File: src/design/noek_pkg.sv
package noek_pkg;

  localparam int unsigned NumRounds = 16;
  localparam int unsigned AddrWidth = 5;
  localparam int unsigned DataWidth = 32;

  localparam logic [7:0] RcEncStart = 8'h80;
  localparam logic [7:0] RcDecStart = 8'hD4;
  localparam logic [7:0] RcFwdPoly  = 8'h1B;
  localparam logic [7:0] RcBwdPoly  = 8'h8D;

  localparam logic [2:0] RegKey0 = 3'd0;
  localparam logic [2:0] RegKey1 = 3'd1;
  localparam logic [2:0] RegKey2 = 3'd2;
  localparam logic [2:0] RegKey3 = 3'd3;
  localparam logic [2:0] RegMode = 3'd4;

  typedef struct packed {
    logic [31:0] data_word0;
    logic [31:0] data_word1;
    logic [31:0] data_word2;
    logic [31:0] data_word3;
  } in_word_t;

  typedef struct packed {
    logic [31:0] result_word0;
    logic [31:0] result_word1;
    logic [31:0] result_word2;
    logic [31:0] result_word3;
  } out_word_t;

  // Index 0 is word 0 of the block or key.
  typedef logic [3:0][31:0] blk_t;

  typedef struct packed {
    blk_t key;
    logic decrypt;
  } keyctl_t;

  function automatic logic [31:0] rotl(input logic [31:0] x, input int n);
    return (x << n) | (x >> (32 - n));
  endfunction

  function automatic blk_t theta(input blk_t k, input blk_t a_in);
    blk_t a;
    logic [31:0] t;
    a = a_in;
    t = a[0] ^ a[2];
    t = t ^ rotl(t, 8) ^ rotl(t, 24);
    a[1] = a[1] ^ t;
    a[3] = a[3] ^ t;
    a[0] = a[0] ^ k[0];
    a[1] = a[1] ^ k[1];
    a[2] = a[2] ^ k[2];
    a[3] = a[3] ^ k[3];
    t = a[1] ^ a[3];
    t = t ^ rotl(t, 8) ^ rotl(t, 24);
    a[0] = a[0] ^ t;
    a[2] = a[2] ^ t;
    return a;
  endfunction

  function automatic blk_t gamma_step(input blk_t a_in);
    blk_t a;
    logic [31:0] t;
    a = a_in;
    a[1] = a[1] ^ (~a[3] & ~a[2]);
    a[0] = a[0] ^ (a[2] & a[1]);
    t = a[3];
    a[3] = a[0];
    a[0] = t;
    a[2] = a[2] ^ a[0] ^ a[1] ^ a[3];
    a[1] = a[1] ^ (~a[3] & ~a[2]);
    a[0] = a[0] ^ (a[2] & a[1]);
    return a;
  endfunction

  function automatic blk_t round_fn(input blk_t k, input blk_t a_in,
                                    input logic [7:0] rc1, input logic [7:0] rc2);
    blk_t a;
    a = a_in;
    a[0] = a[0] ^ {24'd0, rc1};
    a = theta(k, a);
    a[0] = a[0] ^ {24'd0, rc2};
    a[1] = rotl(a[1], 1);
    a[2] = rotl(a[2], 5);
    a[3] = rotl(a[3], 2);
    a = gamma_step(a);
    a[1] = rotl(a[1], 31);
    a[2] = rotl(a[2], 27);
    a[3] = rotl(a[3], 30);
    return a;
  endfunction

  function automatic blk_t final_fn(input blk_t k, input blk_t a_in,
                                    input logic [7:0] rc1, input logic [7:0] rc2);
    blk_t a;
    a = a_in;
    a[0] = a[0] ^ {24'd0, rc1};
    a = theta(k, a);
    a[0] = a[0] ^ {24'd0, rc2};
    return a;
  endfunction

  function automatic logic [7:0] rc_fwd(input logic [7:0] rc);
    return rc[7] ? ({rc[6:0], 1'b0} ^ RcFwdPoly) : {rc[6:0], 1'b0};
  endfunction

  function automatic logic [7:0] rc_bwd(input logic [7:0] rc);
    return rc[0] ? ({1'b0, rc[7:1]} ^ RcBwdPoly) : {1'b0, rc[7:1]};
  endfunction

  function automatic logic [7:0] rc_enc(input int r);
    logic [7:0] rc;
    rc = RcEncStart;
    for (int i = 0; i < r; i++) begin
      rc = rc_fwd(rc);
    end
    return rc;
  endfunction

  function automatic logic [7:0] rc_dec(input int r);
    logic [7:0] rc;
    rc = RcDecStart;
    for (int i = 0; i < r; i++) begin
      rc = rc_bwd(rc);
    end
    return rc;
  endfunction

endpackage

File: src/design/noek_round_stage.sv
module noek_round_stage (
  input  logic           clk,
  input  logic           rst,
  input  logic           in_valid,
  input  noek_pkg::blk_t in_blk,
  input  noek_pkg::blk_t key,
  input  logic [7:0]     rc1,
  input  logic [7:0]     rc2,
  output logic           out_valid,
  output noek_pkg::blk_t out_blk
);
  import noek_pkg::*;

  always_ff @(posedge clk) begin
    if (rst) begin
      out_valid <= 1'b0;
    end else begin
      out_valid <= in_valid;
    end
  end

  always_ff @(posedge clk) begin
    out_blk <= round_fn(key, in_blk, rc1, rc2);
  end

endmodule

File: config.mk
export PLATFORM = sky130hd
export DESIGN_NAME = noek_round_stage
export DESIGN_NICKNAME = d
export VERILOG_FILES = /design/src/design/noek_pkg.sv /design/src/design/noek_round_stage.sv
export SDC_FILE = /design/constraint.sdc
export NUM_CORES = 1
export LEC_CHECK = 0
export BUFFER_PORTS_ARGS = -buffer_cell sky130_fd_sc_hd__buf_4
export CORE_ASPECT_RATIO = 0.9
export CORE_MARGIN = 2
export CORE_UTILIZATION = 35
export DETAILED_ROUTE_END_ITERATION = 6
export GPL_TIMING_DRIVEN = 0
export PLACE_DENSITY = 0.58
export SLEW_MARGIN = 20
export SYNTH_ARGS = -nofsm -noshare
export SYNTH_HDL_FRONTEND = slang
export SYNTH_SLANG_ARGS = --single-unit
export TNS_END_PERCENT = 30
File: constraint.sdc
create_clock -name clk -period 5 [get_ports clk]
set_input_delay 0.5 -clock clk [delete_from_list [all_inputs] [get_ports clk]]
set_output_delay 0.5 -clock clk [all_outputs]
set_load 0.03 [all_outputs]
# Word level (Yosys, flattened, before mapping)
# Index checks and enable logic that the tools add are counted.
[classes]
magnitude_cmp = 0
div_mod_pow = 0
shifts = 0
n_eq_ne = 0
n_reduce_logical = 0
n_mul = 0
n_bitwise = 41
n_addsub = 0
mux = 0
[ops]
columns = ["cell", "n"]
rows = [
  ["$xor A32 B32 Y32", 21],
  ["$and A32 B32 Y32", 4],
  ["$not A32 Y32", 4],
  ["$or A32 B24 Y32", 2],
  ["$or A32 B8 Y32", 2],
  ["$xor A32 B8 Y32", 2],
  ["$or A32 B1 Y32", 1],
  ["$or A32 B2 Y32", 1],
  ["$or A32 B27 Y32", 1],
  ["$or A32 B30 Y32", 1],
  ["$or A32 B31 Y32", 1],
  ["$or A32 B5 Y32", 1],
]
[totals]
latch_bits = 0
elab_cells = 46
memories = 0
mem_bits_ro = 0
inputBits = 275
register_bits = 129
ramBits = 0

# Logic depth before layout (Yosys ltp)
# Gate-level depths: netlist (run 1).
[logic_depth]
depth_word = 24
mapped_depth = 11

# Least setup slack after synthesis (run 1)
# Ideal clock, no wire load.
[synth_timing]
path_kind = "input to register"
from = "input in_blk[124] in the netlist's numbering"
to = "register out_blk[25] in the netlist's numbering"
t_arrival_ns = 2.989
path_slack_ns = 1.887
cell_stages = 11
cell_sequence = "xor2_1 > xnor2_1 > xnor3_1 > xor2_1 > inv_1 > ha_1 > xor2_1 > xnor2_1 > xnor2_1 > nor2_1 > xnor2_1"
[synth_between]
elab_chain_cells = 18
[synth_lines]
columns = ["element", "line", "source"]
rows = [
  ["start, declared", "noek_round_stage.sv:5", "input noek_pkg::blk_t in_blk,"],
  ["$xor A32 B32 Y32 (*)", "noek_pkg.sv:51", "a[3] = a[3] ^ t;"],
  ["$xor A32 B32 Y32 (*)", "noek_pkg.sv:55", "a[3] = a[3] ^ k[3];"],
  ["$xor A32 B32 Y32 (*)", "noek_pkg.sv:56", "t = a[1] ^ a[3];"],
  ["$or A32 B24 Y32 (*)", "noek_pkg.sv:41", "return (x << n) | (x >> (32 - n));"],
  ["$xor A32 B32 Y32 (*)", "noek_pkg.sv:57", "t = t ^ rotl(t, 8) ^ rotl(t, 24);"],
  ["$xor A32 B32 Y32 (*)", "noek_pkg.sv:59", "a[2] = a[2] ^ t;"],
  ["$or A32 B5 Y32 (*)", "noek_pkg.sv:41", ""],
  ["$not A32 Y32", "noek_pkg.sv:67", "a[1] = a[1] ^ (~a[3] & ~a[2]);"],
  ["(+2 left out)", "n/a", ""],
  ["$and A32 B32 Y32", "noek_pkg.sv:68", "a[0] = a[0] ^ (a[2] & a[1]);"],
  ["$xor A32 B32 Y32", "noek_pkg.sv:68", ""],
  ["$xor A32 B32 Y32", "noek_pkg.sv:72", "a[2] = a[2] ^ a[0] ^ a[1] ^ a[3];"],
  ["$not A32 Y32", "noek_pkg.sv:73", "a[1] = a[1] ^ (~a[3] & ~a[2]);"],
  ["$and A32 B32 Y32", "noek_pkg.sv:73", ""],
  ["$xor A32 B32 Y32", "noek_pkg.sv:73", ""],
  ["$and A32 B32 Y32 (*)", "noek_pkg.sv:74", "a[0] = a[0] ^ (a[2] & a[1]);"],
  ["$xor A32 B32 Y32 (*)", "noek_pkg.sv:74", ""],
  ["end signal, assigned", "noek_round_stage.sv:23", "out_blk <= round_fn(key, in_blk, rc1, rc2);"],
  ["end, declared", "noek_round_stage.sv:10", "output noek_pkg::blk_t out_blk"],
]
# Mark *: on every way between the ends. The rest lies on a longest branch, timed or not.
# A chain may end at the register's enable or synchronous reset.

# Final worst setup path (run 1)
[layout_timing]
from = "input in_blk[49] in the netlist's numbering"
to = "register out_blk[22] in the netlist's numbering"
[layout_between]
elab_chain_cells = 18
[layout_lines]
columns = ["element", "line", "source"]
rows = [
  ["$xor A32 B32 Y32 (*)", "noek_pkg.sv:50", "a[1] = a[1] ^ t;"],
  ["$xor A32 B32 Y32 (*)", "noek_pkg.sv:53", "a[1] = a[1] ^ k[1];"],
  ["$xor A32 B32 Y32 (*)", "noek_pkg.sv:56", ""],
  ["$xor A32 B32 Y32 (*) (2 in series)", "noek_pkg.sv:57", ""],
  ["$xor A32 B32 Y32 (*)", "noek_pkg.sv:59", ""],
  ["$or A32 B5 Y32 (*)", "noek_pkg.sv:41", ""],
  ["$not A32 Y32", "noek_pkg.sv:67", ""],
  ["$and A32 B32 Y32", "noek_pkg.sv:67", ""],
  ["$xor A32 B32 Y32", "noek_pkg.sv:67", ""],
  ["$and A32 B32 Y32", "noek_pkg.sv:68", ""],
  ["$xor A32 B32 Y32", "noek_pkg.sv:68", ""],
  ["$xor A32 B32 Y32", "noek_pkg.sv:72", ""],
  ["$not A32 Y32", "noek_pkg.sv:73", ""],
  ["$and A32 B32 Y32", "noek_pkg.sv:73", ""],
  ["$xor A32 B32 Y32", "noek_pkg.sv:73", ""],
  ["$and A32 B32 Y32 (*)", "noek_pkg.sv:74", ""],
  ["$xor A32 B32 Y32 (*)", "noek_pkg.sv:74", ""],
]
# Marks and branches as above.

==> results of run 1 <==
[final timing paths]
check	to	slack [ns]	cells past startpoint
hold / removal	out_valid	0.24	2
setup / recovery	out_blk[22]	1.37	12
[layer usage]
metal / global-route usage (%) / wire length (um) / up-vias
li1: - / - / 4013
met1: 25.2 / 14200 / 3584
met2: 35.5 / 16000 / 266
met3: 5.15 / 2010 / 31
met4: 6.61 / 737 / 0
met5: 0 / 0 / -
[per-stage QoR]
stage	power [mW]	hold slack (ns)	std cells	instance area, um2	setup slack (ns)
floorplan	9.48	0.572	1000	10600	1.89
global placement	11.9	0.662	1806	14200	0.951
detailed placement	12.0	0.667	1806	14200	0.953
CTS	13.4	0.216	1837	14800	1.37
global route	14.2	0.221	1837	14800	1.24
finish	13.2	0.240	1837	14800	1.37
[logic make-up after synthesis]
family                   Yosys count  synth area share (%)
XOR/XNOR                         657                  62.8
flip-flops                       129                  24.3
AND/OR/NAND/NOR                  118                  5.11
AO/OA/AOI/OAI                     48                  2.77
adder cells (fa/ha/maj)           29                  3.41
multiplexers                      13                  1.45
buffers and inverters              6                 0.212
[layout by cell type, fill, tap and decap left out, drive strengths merged]
| cell type | n |
|---|---|
| mux2 | 10 |
| a2bb2oi | 1 |
| buf | 403 |
| bufinv | 3 |
| and3 | 3 |
| mux2i | 3 |
| clkbuf | 19 |
| ha | 29 |
| nor3 | 3 |
| a21o | 5 |
| clkinvlp | 3 |
| nor2b | 28 |
| inv | 9 |
| nand2 | 10 |
| xor3 | 8 |
| xnor3 | 32 |
| clkinv | 3 |
| and2b | 1 |
| xnor2 | 415 |
| xor2 | 202 |
| o22ai | 18 |
| o21a | 3 |
| dfxtp | 129 |
| o21ai | 3 |
| a211oi | 3 |
| nand2b | 3 |
| nor2 | 70 |
| a21oi | 15 |
[registers in the layout, summed over array words and instances, names as in the netlist]
| register | flops |
|---|---|
| out_blk | 128 |
| out_valid | 1 |
[synth_stat cells, drive strengths merged (5+ instances only)]
library cell  number  area (um2)
o22ai             18         113
xnor3             32         727
nor2b             28         183
nor2              70         263
ha                29         363
xnor2            415        3870
xor2             202        1880
xor3               8         191
mux2              10         124
dfxtp            129        2580
a21o               5        37.5
nand2             10        37.5
inv                6        22.5
a21oi             15        75.1
[power by group]
group	internal (mW)	switching [mW]	leakage [nW]
clock	0.799	0.504	0.286
sequential	1.76	0.158	1.09
combinational	4.60	5.39	5.14
total	7.16	6.05	6.51
[cell type report]
cell class / count / area [um2]
fillers: 2853 / 15100
multi-input cells: 865 / 8030
repair buffers: 403 / 3030
flip-flops and latches: 129 / 2580
well taps: 403 / 504
clock buffers: 19 / 443
clock inverters: 12 / 158
inverters: 6 / 22.5
==> impl_metrics.env, run 1 <==
export IMPL_hpwl_um=29100
export IMPL_ys_seq_area_share_pct=24.3
export IMPL_numCtsBuffers=17
export IMPL_wl_per_cell_um=17.9
export IMPL_crit_buf_inv=2
export IMPL_min_from="rst"
export IMPL_cp_top_family="XOR/XNOR gates"
export IMPL_crit_top_cell="xnor2_1"
export IMPL_rows=60
export IMPL_drive_above_1_share_pct=34.4
export IMPL_cts_tree="yes"
export IMPL_ant_nets=0
export IMPL_cts_setup_buffers=0
export IMPL_async_flop_share_pct=0
export IMPL_dieHeight_um=169
export IMPL_rsz0062_at_grt="false"
export IMPL_cts_root_buf="clkbuf_16"
export IMPL_min_delay_path_class="primary input to register"
export IMPL_syn_to_final_growth_pct=38.9
export IMPL_power_leakage_nw=6.51
export IMPL_worstMarginPinSlew_ns=0.971
export IMPL_syn_inst=1000
export IMPL_arrival_ns=3.93
export IMPL_via_per_inst=4.30
export IMPL_drt_iter0_drc=187
export IMPL_path_cells="buf_4 -> xnor2_1 -> xnor2_1 -> xnor3_1 -> xnor2_1 -> inv_1 -> ha_1 -> xor2_1 -> xnor2_1 -> nor2_1 -> mux2_2 -> xnor2_1"
export IMPL_final_util_pct=49.4
export IMPL_path_max_fanout=4
export IMPL_status="completed"
export IMPL_grt_pass1_vias=7969
export IMPL_slew_viol_final=0
export IMPL_cap_violations=0
export IMPL_grt_pass1_wl_um=47700
export IMPL_power_density_mw_per_mm2=894
export IMPL_crit_path_top_delay_cell="xnor2_1"
export IMPL_syn_num_nets=1304
export IMPL_portBuffers=403
export IMPL_avgSynthCellArea_um2=10.6
export IMPL_die_area_mm2=0.0318
export IMPL_drc=0
export IMPL_cpPeakStageDelay_ns=0.66
export IMPL_antenna_found_initial=0
export IMPL_ios=404
export IMPL_wl_um=32900
export IMPL_firstDrtPassIters=6
export IMPL_ys_warn_count=0
export IMPL_timing_final_crit_share_pct=72.7
export IMPL_setup_viol=0
export IMPL_fin_nets=1726
export IMPL_htreeDepth=4
export IMPL_hold_viol=0
export IMPL_slew_limit_headroom_pct=34.8
export IMPL_cts_hold_buf=0
export IMPL_synth_distinct_cells=30
export IMPL_start_util_pct=35.6
export IMPL_fin_tns_setup_ns=0
export IMPL_startpoint="in_blk[49]"
export IMPL_synth_ff_type="dfxtp_1"
export IMPL_critPathKind="primary input to register"
export IMPL_grt_start_max_net_pins=17
export IMPL_finalCriticalPeriod_ns=3.63
export IMPL_place_congestion=0.822
export IMPL_synth_area_mm2=0.0106
export IMPL_antenna_cells=0
export IMPL_vdd_ir_drop_max_v=0.000280
export IMPL_synth_edff_count=0
export IMPL_gr_total_overflow=0
export IMPL_required_ns=5.29
export IMPL_grt_usage_pct=20.6
export IMPL_cts_resized_gates=0
export IMPL_clk_pin_slew_ns=0.06
export IMPL_cts_sinks=129
export IMPL_fmaxAchievable_mhz=275
export IMPL_die_w_um=188
export IMPL_start_kind="primary input"
export IMPL_crit_path_end_kind="register"
export IMPL_clk_path_buf_depth=2
export IMPL_ys_ff_latch=129
export IMPL_dr_total_vias=7894
export IMPL_core_mm2=0.0299
No activity file was read; power rests on OpenSTA's default activity.
==> inputs of run 2 (changes only) <==
- ABC_AREA: unset -> 1
- clock period: 5 -> 3.32 ns (I/O delays scaled with it)
==> run 2 against run 1 <==
Against the previous run:
- via count increased by 100%
- setup slack got worse by 1.1 ns
- cell area increased by 26%
- largest power group unchanged
- utilization decreased by 0.69 points
- highest routed layer unchanged
- clock power increased by 60%
- wire length increased by 57%
- die area increased by 27%
- largest cell class unchanged
- synthesized cell count increased by 130%
- synthesized area increased by 27%
- clock-buffer cell count increased by 1
==> impl_metrics.env, run 2 <==
export IMPL_start_kind="primary input"
export IMPL_syn_to_final_growth_pct=37.7
export IMPL_async_flop_share_pct=0
export IMPL_ys_warn_count=0
export IMPL_ant_nets=0
export IMPL_synthXorXnorAreaFrac_pct=15.8
export IMPL_path_max_fanout=6
export IMPL_cts_sinks=129
export IMPL_setup_viol=0
export IMPL_core_mm2=0.0382
export IMPL_final_util_pct=48.7
export IMPL_via_per_inst=4.98
export IMPL_antenna_found_initial=1
export IMPL_drc=0
export IMPL_power_leakage_nw=10.5
export IMPL_final_common_cell="nand2_1"
export IMPL_htreeDepth=4
export IMPL_dr_total_vias=16000
export IMPL_fmaxAchievable_mhz=324
export IMPL_avgSynthCellArea_um2=5.94
export IMPL_multi_input_area_mm2=0.0107
export IMPL_timing_hold_ws_ns=0.0426
export IMPL_dieHeight_um=190
export IMPL_ys_seq_area_share_pct=19.1
export IMPL_setup_ws_ns=0.235
export IMPL_grt_start_max_net_pins=17
export IMPL_synth_area_leaders="nand2_1, dfxtp_1, nand3_1"
export IMPL_layout_common_cells="nand2_1, buf_4, nand3_1"
export IMPL_die_w_um=211
export IMPL_ios=404
export IMPL_drive_above_1_share_pct=27.3
export IMPL_portBuffers=403
export IMPL_syn_num_nets=2579
export IMPL_synth_area_mm2=0.0135
export IMPL_pre_cts_slack_ns=-0.640
export IMPL_synth_commonest_cells="nand2_1, nand3_1, inv_1"
export IMPL_rows=68
export IMPL_top_register="out_blk"
export IMPL_grt_pass1_wl_um=76600
export IMPL_wl_per_cell_um=16.0
export IMPL_drt_iter0_drc=937
export IMPL_numCtsBuffers=17
export IMPL_seq_area_mm2=0.00258
export IMPL_antenna_cells=0
export IMPL_clk_path_buf_depth=2
export IMPL_crit_path_end_kind="register"
export IMPL_grt_pass1_vias=14700
export IMPL_worstMarginPinSlew_ns=0.624
export IMPL_hold_viol=0
export IMPL_synth_top_area_cell="nand2_1"
export IMPL_timing_final_crit_share_pct=92.9
export IMPL_die_area_mm2=0.0402
export IMPL_synthMuxAreaShare_pct=0
export IMPL_power_density_mw_per_mm2=901
export IMPL_clk_pin_slew_ns=0.06
export IMPL_finalCriticalPeriod_ns=3.09
export IMPL_fin_tns_setup_ns=0
export IMPL_synth_simple_gate_area_share_pct=53.7
export IMPL_crit_top_cell="nand2_1"
export IMPL_synth_top_area_share_pct=25.8
export IMPL_gr_total_overflow=0
export IMPL_synth_distinct_cells=28
export IMPL_required_ns=3.64
export IMPL_crit_path_top_delay_cell="or2_1"
export IMPL_place_area_mm2=0.0172
export IMPL_fillers=3843
export IMPL_syn_inst=2275
export IMPL_vdd_ir_drop_max_v=0.000537
export IMPL_cap_violations=0
export IMPL_synthAdderAreaFrac_pct=2.68
export IMPL_largestRegisters="out_blk x128, out_valid x1"
export IMPL_critPathKind="primary input to register"
export IMPL_slew_viol_final=0
export IMPL_synth_edff_count=0
export IMPL_cts_tree="yes"
export IMPL_place_congestion=0.924
export IMPL_synth_top_family_by_area="simple AND/OR/NAND/NOR gates"
export IMPL_synth_most_common_cell="nand2_1"
export IMPL_cts_hold_buf=0
export IMPL_cts_root_buf="clkbuf_16"
export IMPL_hpwl_um=43700
export IMPL_arrival_ns=3.41
export IMPL_crit_end="out_blk[6]"
export IMPL_rsz0062_at_grt="true"
export IMPL_slew_limit_headroom_pct=58.2
export IMPL_grt_usage_pct=24.8
export IMPL_fin_nets=3013
export IMPL_cpPeakStageDelay_ns=0.26
export IMPL_synth_compound_area_share_pct=1.19
export IMPL_ys_ff_latch=129
export IMPL_fin_area_mm2=0.0186
export IMPL_min_delay_path_class="primary input to register"
export IMPL_startpoint="rc1[1]"
export IMPL_firstDrtPassIters=6
export IMPL_wl_um=51500
export IMPL_synth_ff_type="dfxtp_1"
export IMPL_start_util_pct=35.4
export IMPL_status="completed"
export IMPL_largest_register_ffs=128
-- run 2: repair_timing --
action	4_1_cts	5_1_grt
setup endpoints to repair	8	91
resized for setup	6	154
pin swaps	0	10
setup buffers	0	12
-- run 2: worst max-delay path: cells and delay by family --
kind | cells | cell delay, ns
and+or+nand+nor | 21 | 2.45
adders and majority gates | 1 | 0.23
xor gates and xnor gates | 1 | 0.20
buffers and inverters | 2 | 0.20
-- run 2: layout make-up --
cell class	count	share of cell area, %
timing repair buffer	415	16.7
sequential	129	13.9
tap	490	3.29
multi-input combinational	1874	57.2
clock inverter	12	0.833
inverter	272	5.52
clock buffer	20	2.51
-- run 2: kinds of logic (layout without fill, tap and decap cells) --
logic type	after synthesis	after routing
simple gates	1591	1591
xor+xnor	227	227
buf+inv	272	719
fa+ha+maj	29	29
compound gates	27	27
flops	129	129
-- run 2: where the power goes --
part           leakage, nW  switching (mW)  internal, mW
clock network        0.303           0.832          1.25
logic                 9.12            7.89          4.03
registers             1.09           0.320          2.46
total                 10.5            9.04          7.74
-- run 2: how the worst min path moves through the flow --
stage / slack [ns] / startpoint / endpoint / depth (start not counted)
after global routing: 0.03 / rst / out_valid / 2
after CTS: 0.02 / rst / out_valid / 2
final: 0.04 / rst / out_valid / 2
after floorplan: 0.40 / rst / out_valid / 1
after detailed placement: 0.50 / rst / out_valid / 2
after global placement: 0.49 / rst / out_valid / 2
-- run 2: routing by layer --
metal	global-route usage [%]	up-vias	wire, um
met5	0	-	0
met2	41.2	545	23300
li1	-	8116	-
met3	4.53	77	3540
met1	32.0	7251	22700
met4	9.48	0	1990
-- run 2: per-stage QoR --
step / power, mW / instances
3_3_place_gp: 14.0 / 3168
2_1_floorplan: 10.6 / 2275
6_report: 16.8 / 3212
3_5_place_dp: 14.2 / 3168
5_1_grt: 18.2 / 3212
4_1_cts: 16.4 / 3200
