`config.mk`:
```
export PLATFORM = sky130hd
export DESIGN_NAME = noek_final_stage
export DESIGN_NICKNAME = d
export VERILOG_FILES = /design/src/design/noek_pkg.sv /design/src/design/noek_final_stage.sv
export SDC_FILE = /design/constraint.sdc
export NUM_CORES = 1
export LEC_CHECK = 0
export ABC_AREA = 1
export BUFFER_PORTS_ARGS = -buffer_cell sky130_fd_sc_hd__buf_2
export CORE_AREA = 2 2 156 158
export CTS_CLUSTER_DIAMETER = 80
export DETAILED_ROUTE_END_ITERATION = 8
export DIE_AREA = 0 0 158 160
export HOLD_SLACK_MARGIN = 0.12
export PLACE_DENSITY_LB_ADDON = 0.15
export REMOVE_ABC_BUFFERS = 1
export SLEW_MARGIN = 0
export SYNTH_ARGS = -nofsm -noshare
export SYNTH_HDL_FRONTEND = slang
export SYNTH_SLANG_ARGS = --single-unit
```
`constraint.sdc`:
```
create_clock -name clk -period 1.9 [get_ports clk]
set_input_delay 0.095 -clock clk [delete_from_list [all_inputs] [get_ports clk]]
set_output_delay 0.095 -clock clk [all_outputs]
set_load 0.05 [all_outputs]
```
`src/design/noek_pkg.sv`:
```
package noek_pkg;

  localparam int unsigned NumRounds = 16;
  localparam int unsigned AddrWidth = 5;
  localparam int unsigned DataWidth = 32;

  localparam logic [7:0] RcEncStart = 8'h80;
  localparam logic [7:0] RcDecStart = 8'hD4;
  localparam logic [7:0] RcFwdPoly  = 8'h1B;
  localparam logic [7:0] RcBwdPoly  = 8'h8D;

  localparam logic [2:0] RegKey0 = 3'd0;
  localparam logic [2:0] RegKey1 = 3'd1;
  localparam logic [2:0] RegKey2 = 3'd2;
  localparam logic [2:0] RegKey3 = 3'd3;
  localparam logic [2:0] RegMode = 3'd4;

  typedef struct packed {
    logic [31:0] data_word0;
    logic [31:0] data_word1;
    logic [31:0] data_word2;
    logic [31:0] data_word3;
  } in_word_t;

  typedef struct packed {
    logic [31:0] result_word0;
    logic [31:0] result_word1;
    logic [31:0] result_word2;
    logic [31:0] result_word3;
  } out_word_t;

  // Index 0 is word 0 of the block or key.
  typedef logic [3:0][31:0] blk_t;

  typedef struct packed {
    blk_t key;
    logic decrypt;
  } keyctl_t;

  function automatic logic [31:0] rotl(input logic [31:0] x, input int n);
    return (x << n) | (x >> (32 - n));
  endfunction

  function automatic blk_t theta(input blk_t k, input blk_t a_in);
    blk_t a;
    logic [31:0] t;
    a = a_in;
    t = a[0] ^ a[2];
    t = t ^ rotl(t, 8) ^ rotl(t, 24);
    a[1] = a[1] ^ t;
    a[3] = a[3] ^ t;
    a[0] = a[0] ^ k[0];
    a[1] = a[1] ^ k[1];
    a[2] = a[2] ^ k[2];
    a[3] = a[3] ^ k[3];
    t = a[1] ^ a[3];
    t = t ^ rotl(t, 8) ^ rotl(t, 24);
    a[0] = a[0] ^ t;
    a[2] = a[2] ^ t;
    return a;
  endfunction

  function automatic blk_t gamma_step(input blk_t a_in);
    blk_t a;
    logic [31:0] t;
    a = a_in;
    a[1] = a[1] ^ (~a[3] & ~a[2]);
    a[0] = a[0] ^ (a[2] & a[1]);
    t = a[3];
    a[3] = a[0];
    a[0] = t;
    a[2] = a[2] ^ a[0] ^ a[1] ^ a[3];
    a[1] = a[1] ^ (~a[3] & ~a[2]);
    a[0] = a[0] ^ (a[2] & a[1]);
    return a;
  endfunction

  function automatic blk_t round_fn(input blk_t k, input blk_t a_in,
                                    input logic [7:0] rc1, input logic [7:0] rc2);
    blk_t a;
    a = a_in;
    a[0] = a[0] ^ {24'd0, rc1};
    a = theta(k, a);
    a[0] = a[0] ^ {24'd0, rc2};
    a[1] = rotl(a[1], 1);
    a[2] = rotl(a[2], 5);
    a[3] = rotl(a[3], 2);
    a = gamma_step(a);
    a[1] = rotl(a[1], 31);
    a[2] = rotl(a[2], 27);
    a[3] = rotl(a[3], 30);
    return a;
  endfunction

  function automatic blk_t final_fn(input blk_t k, input blk_t a_in,
                                    input logic [7:0] rc1, input logic [7:0] rc2);
    blk_t a;
    a = a_in;
    a[0] = a[0] ^ {24'd0, rc1};
    a = theta(k, a);
    a[0] = a[0] ^ {24'd0, rc2};
    return a;
  endfunction

  function automatic logic [7:0] rc_fwd(input logic [7:0] rc);
    return rc[7] ? ({rc[6:0], 1'b0} ^ RcFwdPoly) : {rc[6:0], 1'b0};
  endfunction

  function automatic logic [7:0] rc_bwd(input logic [7:0] rc);
    return rc[0] ? ({1'b0, rc[7:1]} ^ RcBwdPoly) : {1'b0, rc[7:1]};
  endfunction

  function automatic logic [7:0] rc_enc(input int r);
    logic [7:0] rc;
    rc = RcEncStart;
    for (int i = 0; i < r; i++) begin
      rc = rc_fwd(rc);
    end
    return rc;
  endfunction

  function automatic logic [7:0] rc_dec(input int r);
    logic [7:0] rc;
    rc = RcDecStart;
    for (int i = 0; i < r; i++) begin
      rc = rc_bwd(rc);
    end
    return rc;
  endfunction

endpackage

```
`src/design/noek_final_stage.sv`:
```
module noek_final_stage (
  input  logic                clk,
  input  logic                rst,
  input  logic                in_valid,
  input  noek_pkg::blk_t      in_blk,
  input  noek_pkg::blk_t      key,
  input  logic [7:0]          rc1,
  input  logic [7:0]          rc2,
  output logic                done,
  output noek_pkg::out_word_t result
);
  import noek_pkg::*;

  blk_t res_blk;

  assign res_blk = final_fn(key, in_blk, rc1, rc2);

  always_ff @(posedge clk) begin
    if (rst) begin
      done <= 1'b0;
    end else begin
      done <= in_valid;
    end
  end

  always_ff @(posedge clk) begin
    result.result_word0 <= res_blk[0];
    result.result_word1 <= res_blk[1];
    result.result_word2 <= res_blk[2];
    result.result_word3 <= res_blk[3];
  end

endmodule

```
Word-level counts from Yosys, hierarchy flattened
Index checks and enable logic that the tools add are counted.
{"block": "word_totals", "regBits": 129, "elab_cells": 25}
{"block": "op_classes", "n_bitwise": 20}
{"operator": "$xor 32x32->32", "n": 14}
{"operator": "$or 32x24->32", "n": 2}
{"operator": "$or 32x8->32", "n": 2}
{"operator": "$xor 32x8->32", "n": 2}

Longest topological paths before layout
Gate-level depths: netlist (run 1).
{"block": "depth", "depth_word": 13, "depth_mapped": 19, "mapped_depth_nobuf": 19}

Worst setup path before layout (run 1)
No wires, ideal clock.
{"block": "synth_timing", "path_kind": "input -> register", "start": "input port rc1[1]", "end": "register result[97] (netlist name)", "setup_time_ns": 0.112, "path_buffers": 0, "cell_stages": 15, "arrival_time_ns": 1.490, "slack_ns": 0.298, "path_cell_list": "or2_1 nand2_1 nand2_2 nand2_2 nand2_1 nand3_1 nand3_1 nand2_1 nand2_1 nand2_1 nand2_1 nand3_1 nand2_1 nand2_1 nand2_1"}
{"item": "start, declared", "line": "noek_final_stage.sv:7", "rtl": "input logic [7:0] rc1,"}
{"item": "end, declared", "line": "noek_final_stage.sv:10", "rtl": "output noek_pkg::out_word_t result"}

==> results, run 1 <==
- The count of final max-slew check failures was 0.
- The wire-length estimate of the detail-placed layout is 24000 µm.
- The tree built by TritonCTS fans out to 129 sinks.
- After detailed routing, the average wire length per cell comes to 12.6 µm.
- The clock tree root buffer cell is sky130_fd_sc_hd__clkbuf_16.
- Dividing total power by cell area gives a power density of 1260 nW/µm².
- The met1 global-route usage is 26.2%.
- The mapped netlist covers 9530 µm².
- The slew of the pin with the lowest slew margin is 412 ps.
- The top-area cell type share of the netlist area is 27.1%.
- Of all nets on the critical path, the largest fanout is 5.
- The cell type group with the largest total delay on the critical path is buffers and inverters.
- The total vias in the final route is 11700.
- The multi-input combinational cells in the finished layout cover a total of 6550 µm².
- The most used routing layer in global routing is met2.
- In this run the core area contains 57 standard-cell rows.
- The number of antenna violations at the first check in global routing is 0.
- The relative max-transition margin is 72.5%.
- Once placement finished, the instance area stood at 12500 µm².
- Yosys attributes the largest share of cell area to sky130_fd_sc_hd__dfxtp_1, sky130_fd_sc_hd__nand2_1, sky130_fd_sc_hd__nand3_1, sky130_fd_sc_hd__xnor2_1, sky130_fd_sc_hd__xor2_1.
- The flow ran to the end, and the final reports show no timing, DRC or antenna violations.
- The flip-flop and latch count after synthesis is 129.
- The maximum root-to-sink buffer count is 2.
- The first routing iteration left 503 violations.
- The clock transition at the register clock pins on the worst setup and hold paths after CTS is 60 ps.
- The path type of the worst setup path is input port to register.
- The final critical-path required period is 1810 ps.
- The final critical path takes up 95.2% of the cycle.
- The met2 usage in global routing is 45.9%.
- The total clock buffers created by CTS is 17.
- The worst endpoint required time is 2210 ps.
- Final hold analysis gives a worst-case slack of 136 ps.
- TritonCTS built the clock tree.
- The number of hold-slack violations in the final timing report is 0.
- For this block, the routed nets add up to 31800 µm of wire.
- The register area share after synthesis is 27.1%.
- The detailed-routing iteration count for the pre-antenna-repair pass is 5.
- The critical path goes through dlygate4sd3_1 -> buf_2 -> inv_1 -> nand2_2 -> nand2_4 -> nand2_1 -> nand3_1 -> buf_4 -> nand3_1 -> nand2_1 -> dlygate4sd3_1.
- The core box area is 23800 µm².
- The cell count after synthesis came out at 1473.
- Once layout is done, the placed cells without fillers occupy 15400 µm².
- Setup violations remaining at the end of the flow were counted as 0.
- Across all setup checks in the final design, the least slack found is 92.1 ps.
- From bottom edge to top edge, the die measures 160 µm.
- The floorplan step set the die width to 158 µm.
- Timing would allow up to 0.553 GHz.
- The initial core utilization is 40.0%.
- The total DRC errors in the routed layout is 0.
- The maximum vdd drop is 0.593 mV.
- Of all cell types, the one taking the most synthesized area is sky130_fd_sc_hd__dfxtp_1.
- The number of global-route vias before repair is 11300.
- On the worst path, the slowest cell contributes a delay of 560 ps.
- The max capacitance violation total is 0.
- Summed over all cells, the static leakage comes to 0.00831 µW.
- The fill cell total of the finished layout is 2087.
- The worst slack after detailed placement is -73.2 ps.
- Buffers placed on the I/O ports in this run total 403.
- The via-per-instance ratio is 4.67.
- The number of ports placed on the die boundary is 404.
- The arrival time reported for the critical path endpoint is 2120 ps.
- The total buffers and inverters traversed by the critical path is 5.
- For this run, the number of Yosys warnings is 0.
- In this run, distinct cell masters in the synthesized netlist total 16.
- The accumulated negative setup slack is 0 ps.
- The path class of the tightest hold or removal check is input port to register.
- Summing all flip-flop and latch instances after layout gives 2580 µm².
- Entering global routing, the biggest net connects 17 pins.
- Routability-driven placement finished with a final weighted congestion of 0.860.
- STA classifies the critical path endpoint as a register.
- The count of antenna-violating nets left after detailed routing is 0.
- The slowest stage cell on the critical path is sky130_fd_sc_hd__dlygate4sd3_1.
- The die covers 25300 µm².
- The first global-routing pass estimated 50000 µm of wire.
- The global-route congestion overflow total is 0.
- For this run, the total global-route usage over all layers was measured as 24.5%.
- After the last flow step, the layout net total stands at 2452.
- The clock tree synthesis step divided the H-tree into 4 levels.
- The type of origin of the critical path is an input port.
- In the global route stage, met3 resource usage came out at 5.37%.
- The post-layout utilization of the core is 64.5%.
- The area growth from synthesis to layout is 61.4%.
- The fraction of final layout cells with drive strength greater than 1 is 27.5%.
- The average instance in the mapped netlist occupies 6.47 µm².
## layout make-up
cell class,instances,area share (%)
Antenna cell,1,0.0163
Clock buffer,19,2.95
Clock inverter,12,1.19
Inverter,142,3.47
Multi-Input combinational cell,1202,42.6
Sequential cell,129,16.8
Tap cell,324,2.64
Timing Repair Buffer,685,30.3
## layer usage
metal	vias up	routed length [µm]
met4	0	1030
met3	66	1990
met1	5136	12800
li1	6136	-
met2	392	15900
met5	-	0
## logic make-up (layout without fill, tap and decap cells)
kind of cell,Yosys count,count (layout),share of synthesized area [%]
and+or+nand+nor,996,996,47.7
buffers and inverters,142,858,5.59
xor gates and xnor gates,206,206,19.6
other,0,1,0
DFF,129,129,27.1
## report_power, final
group	total, µW	internal [µW]	switching (µW)
clock	3530	2260	1260
sequential	4010	3760	251
combinational	11900	3670	8210
## sequential cells by signal, summed over array words and instances (netlist names)
name / count
done: 1
result: 128
## path summary, 6_finish.rpt
path | startpoint | end | slack (ps) | depth (start not counted)
worst max-delay path | in_blk[67] | result[67] | 90 | 11
worst min-delay path | in_blk[101] | result[5] | 140 | 4
## tightest hold or removal path: cells and delay by family
family                 cells  cell delay, ps
buffers and inverters      1              90
AND/OR/NAND/NOR            2             200
XOR/XNOR                   1              80
## cell usage after synthesis
cell type and n:
sky130_fd_sc_hd__xnor2_1 106, sky130_fd_sc_hd__xnor2_2 4, sky130_fd_sc_hd__or2_1 1, sky130_fd_sc_hd__nand3_1 327, sky130_fd_sc_hd__nand2_4 1, sky130_fd_sc_hd__nand3_2 5, sky130_fd_sc_hd__nand3b_1 69, sky130_fd_sc_hd__xor2_2 3
sky130_fd_sc_hd__nand2_1 553, sky130_fd_sc_hd__nand2_2 37, sky130_fd_sc_hd__xnor3_1 1, sky130_fd_sc_hd__nor2_1 3, sky130_fd_sc_hd__inv_2 13, sky130_fd_sc_hd__dfxtp_1 129, sky130_fd_sc_hd__xor2_1 92, sky130_fd_sc_hd__inv_1 129
## metrics by stage
| step | instances | power (µW) |
|---|---|---|
| global placement | 2269 | 15000 |
| global route | 2513 | 20700 |
| floorplan | 1473 | 12200 |
| detailed placement | 2269 | 15100 |
| CTS | 2512 | 19300 |
| finish | 2514 | 19400 |
## what timing repair did
action,in CTS,in global routing
hold buffers,212,0
endpoints found under the hold margin,105,0
gates resized for setup,0,38
buffers inserted,0,1
setup endpoints to repair,0,19
## cells in the final DEF (no fill, tap or decap)
cell type	instances
sky130_fd_sc_hd__buf_2	403
sky130_fd_sc_hd__buf_4	70
sky130_fd_sc_hd__bufinv_16	4
sky130_fd_sc_hd__clkbuf_16	17
sky130_fd_sc_hd__clkbuf_8	2
sky130_fd_sc_hd__clkinv_2	1
sky130_fd_sc_hd__clkinv_4	3
sky130_fd_sc_hd__clkinvlp_4	3
sky130_fd_sc_hd__dfxtp_1	129
sky130_fd_sc_hd__diode_2	1
sky130_fd_sc_hd__dlygate4sd3_1	212
sky130_fd_sc_hd__inv_1	128
sky130_fd_sc_hd__inv_2	14
sky130_fd_sc_hd__inv_6	1
sky130_fd_sc_hd__nand2_1	531
sky130_fd_sc_hd__nand2_2	57
sky130_fd_sc_hd__nand2_4	3
sky130_fd_sc_hd__nand3_1	318
sky130_fd_sc_hd__nand3_2	13
sky130_fd_sc_hd__nand3_4	1
sky130_fd_sc_hd__nand3b_1	69
sky130_fd_sc_hd__nor2_1	3
sky130_fd_sc_hd__or2_1	1
sky130_fd_sc_hd__xnor2_1	105
sky130_fd_sc_hd__xnor2_2	5
sky130_fd_sc_hd__xnor3_1	1
sky130_fd_sc_hd__xor2_1	90
sky130_fd_sc_hd__xor2_2	5
Power figures use the tool's default switching activity.
==> inputs of run 2 (changes only) <==
==> constraint.sdc (replaced) <==
create_clock -name clk -period 2.05 [get_ports clk]
set_input_delay 0.1025 -clock clk [delete_from_list [all_inputs] [get_ports clk]]
set_output_delay 0.1025 -clock clk [all_outputs]
set_load 0.05 [all_outputs]
==> run 2 against run 1 <==
Against the previous run:
- non-clock buffer count decreased by 63
- power decreased by 8.9%
- critical path depth increased by 3
- worst setup slack got worse by 47 ps
- first-iteration DRC count decreased by 16%
- clock power decreased by 17%
- critical endpoint is now result[115]
- largest cell class unchanged
- largest power group unchanged
==> results, run 2 (synthesis gave the netlist of run 1 again) <==
- Outcome: finished, final reports clean (unchanged).
- The area growth from synthesis to layout is 58.9% (was 61.4%).
- The final weighted congestion in routability-driven placement is 0.873 (was 0.860).
- The total buffers and inverters traversed by the critical path is 5 (unchanged).
- The count of final max-slew check failures was 0 (unchanged).
- The final critical path takes up 97.8% of the cycle.
- The post-layout utilization of the core is 63.5% (was 64.5%).
- The count of antenna-violating nets left after detailed routing was 0 (unchanged).
- The horizontal extent of the die is 158 µm (unchanged).
- The maximum vdd drop is 0.608 mV (was 0.593 mV).
- The timing-limited maximum frequency is 0.499 GHz.
- The flip-flop and latch area is 2580 µm² (unchanged).
- The commonest non-fill, non-tap cell in the layout is sky130_fd_sc_hd__nand2_1 (unchanged).
- The largest register by flop count was result (unchanged).
- The fill cell total of the finished layout is 2199 (was 2087).
- The via-per-instance ratio is 4.78 (was 4.67).
- The cell type group with the largest total delay on the critical path was buffers and inverters (unchanged).
- The placement-stage cell area was 12100 µm² (was 12500 µm²).
- The core box area is 23800 µm² (unchanged).
- The aggregate routed wire length came to 31300 µm (was 31800 µm).
- The power density normalized to cell area is 1170 nW/µm² (was 1260 nW/µm²).
- The path category of the worst min-delay check is input port to register (unchanged).
- The arrival time reported for the critical path endpoint came to 2300 ps (was 2120 ps).
- The wire length per cell is 12.8 µm (was 12.6 µm).
- The final standard cell area without fillers is 15100 µm² (was 15400 µm²).
- The total power after layout came to 17700 µW (was 19400 µW).
- The die height is 160 µm (unchanged).
- The number of port buffers is 403 (unchanged).
- Commonest cells after routing, fill and taps aside: sky130_fd_sc_hd__nand2_1, sky130_fd_sc_hd__buf_2, sky130_fd_sc_hd__nand3_1 (unchanged).
- The worst hold slack across all endpoints came to 127 ps (was 136 ps).
- The number of global-route vias before repair is 11200 (was 11300).
- The total vias in the final route is 11700 (about the same).
- The combined global-route utilization of all metal layers is 23.8% (was 24.5%).
- The global-route congestion overflow total is 0 (unchanged).
- The number of antenna diodes is 0 (was 1).
- The sort of element at the end of the critical path is a register (unchanged).
- The maximum fanout along the worst path is 4 (was 5).
- The worst endpoint required time is 2350 ps (was 2210 ps).
- The max capacitance violation total was 0 (unchanged).
- The maximum level of the CTS H-tree came to 4 (unchanged).
- The type of origin of the critical path is an input port (unchanged).
- The number of flip-flops under the largest register name came to 128 (unchanged).
- The multi-input logic area is 6880 µm² (was 6550 µm²).
- The total die area was 25300 µm² (unchanged).
- The last element of the critical path is result[115] (was result[67]).
- The net count of the finished layout is 2389 (was 2452).
- The number of endpoints failing setup at the final stage is 0 (unchanged).
- The total half-perimeter wirelength after legalization and detailed placement is 23900 µm (was 24000 µm).
- The clock transition at the register clock pins on the worst setup and hold paths after CTS came to 60 ps (about the same).
- Setup repair after global routing could not meet its margin everywhere.
- The wire length of the first global-routing pass is 49000 µm (was 50000 µm).
- The launching instance or port of the critical path is key[107] (was in_blk[67]).
- The reported leakage power came to 0.00809 µW (was 0.00831 µW).
- The detailed-routing iteration count for the pre-antenna-repair pass came to 5 (unchanged).
- The path type of the worst setup path is input port to register (unchanged).
- The largest net degree at the start of global routing is 17 (unchanged).
- The TritonCTS clock tree is built (unchanged).
- The total clock buffers created by CTS was 17 (unchanged).
- The number of ports placed on the die boundary is 404 (unchanged).
- The worst stage delay on the critical path was 550 ps (was 560 ps).
- The relative max-transition margin is 70.4% (was 72.5%).
- The final critical-path required period is 2000 ps.
- The maximum root-to-sink buffer count is 2 (unchanged).
- Crit path cell chain: dlygate4sd3_1 -> buf_2 -> xor2_2 -> inv_1 -> nand2_1 -> nand2_2 -> inv_1 -> nand2_1 -> nand2_2 -> nand2_2 -> nand3_1 -> nand3_1 -> nand2_1 -> dlygate4sd3_1 (was dlygate4sd3_1 -> buf_2 -> inv_1 -> nand2_2 -> nand2_4 -> nand2_1 -> nand3_1 -> buf_4 -> nand3_1 -> nand2_1 -> dlygate4sd3_1).
- The fraction of final layout cells with drive strength greater than 1 was 28.7% (was 27.5%).
- The clock tree root buffer cell was sky130_fd_sc_hd__clkbuf_16 (unchanged).
- The slowest stage cell on the critical path is sky130_fd_sc_hd__dlygate4sd3_1 (unchanged).
- The number of antenna violations at the first check in global routing was 0 (unchanged).
- Largest registers ranked by flip-flop count: result (128), done (1) (unchanged).
- The total DRC errors in the routed layout is 0 (unchanged).
- The number of hold-slack violations in the final timing report is 0 (unchanged).
- The initial core utilization is 40.0% (unchanged).
- The placement row count came to 57 (unchanged).
- The clock sink count was 129 (unchanged).
- The logic depth of the worst setup path including buffers is 14 (was 11).
- The initial DRC count is 422 (was 503).
- The accumulated negative setup slack is 0 ps (unchanged).
- The slew of the pin with the lowest slew margin is 441 ps (was 412 ps).
## run 2: changes by cell type in the layout (fill, tap and decap cells not counted), moves of 3 or more
| cell | before | now |
|---|---|---|
| sky130_fd_sc_hd__buf_4 | 70 | 20 |
| sky130_fd_sc_hd__nand2_1 | 531 | 507 |
| sky130_fd_sc_hd__nand2_2 | 57 | 76 |
| sky130_fd_sc_hd__xor2_1 | 90 | 75 |
| sky130_fd_sc_hd__xor2_2 | 5 | 19 |
| sky130_fd_sc_hd__nand3_2 | 13 | 25 |
| sky130_fd_sc_hd__dlygate4sd3_1 | 212 | 201 |
| sky130_fd_sc_hd__nand3_1 | 318 | 307 |
| sky130_fd_sc_hd__xnor2_1 | 105 | 96 |
| sky130_fd_sc_hd__xnor2_2 | 5 | 14 |
| sky130_fd_sc_hd__nand2_4 | 3 | 8 |
| sky130_fd_sc_hd__inv_1 | 128 | 125 |
## run 2: routing by layer
| layer | vias up | GRT usage (%) | routed length (µm) |
|---|---|---|---|
| li1 | 5990 | - | - |
| met1 | 5275 | 26.0 | 12400 |
| met2 | 376 | 44.3 | 15700 |
| met3 | 61 | 4.72 | 2050 |
| met4 | 0 | 10.1 | 1150 |
| met5 | - | 0 | 0 |
## run 2: worst min-delay path by stage
stage,start,slack [ps],cells past startpoint,to
floorplan,rst,170,1,done
global placement,rst,260,2,done
detailed placement,rst,260,2,done
CTS,in_blk[97],120,4,result[1]
global route,in_blk[81],140,4,result[49]
finish,key[48],130,5,result[80]
## run 2: cell type report
type                       instances  share of cell area, %
multi-input combinational       1202                   45.4
timing repair buffer             622                   27.5
sequential                       129                   17.1
inverter                         142                   3.54
clock buffer                      19                   2.99
tap                              324                   2.68
clock inverter                    10                  0.752
## run 2: worst min-delay path: stages
cell and delay (ps):
sky130_fd_sc_hd__buf_2 100, sky130_fd_sc_hd__xnor2_2 70, sky130_fd_sc_hd__nand2_1 80, sky130_fd_sc_hd__nand2_2 80
sky130_fd_sc_hd__inv_1 70
## run 2: report_power, final
part | switching [µW] | internal [µW] | total [µW]
Sequential | 223 | 3480 | 3700
Clock | 1110 | 1830 | 2940
Combinational | 7720 | 3310 | 11000
Total | 9060 | 8620 | 17700
## run 2: stage by stage
stage / setup WS (ps) / cells
after detailed placement: -3.76 / 2218
final: 45.4 / 2448
after global placement: 5.37 / 2218
after global routing: -56.7 / 2448
after CTS: 14.4 / 2450
after floorplan: 440 / 1473
## run 2: repair_timing
| item | 4_1_cts | 5_1_grt |
|---|---|---|
| endpoints found under the setup margin | 0 | 13 |
| gates resized for setup | 0 | 106 |
| buffers inserted | 0 | 2 |
| endpoints found under the hold margin | 104 | 0 |
| hold buffers | 203 | 0 |
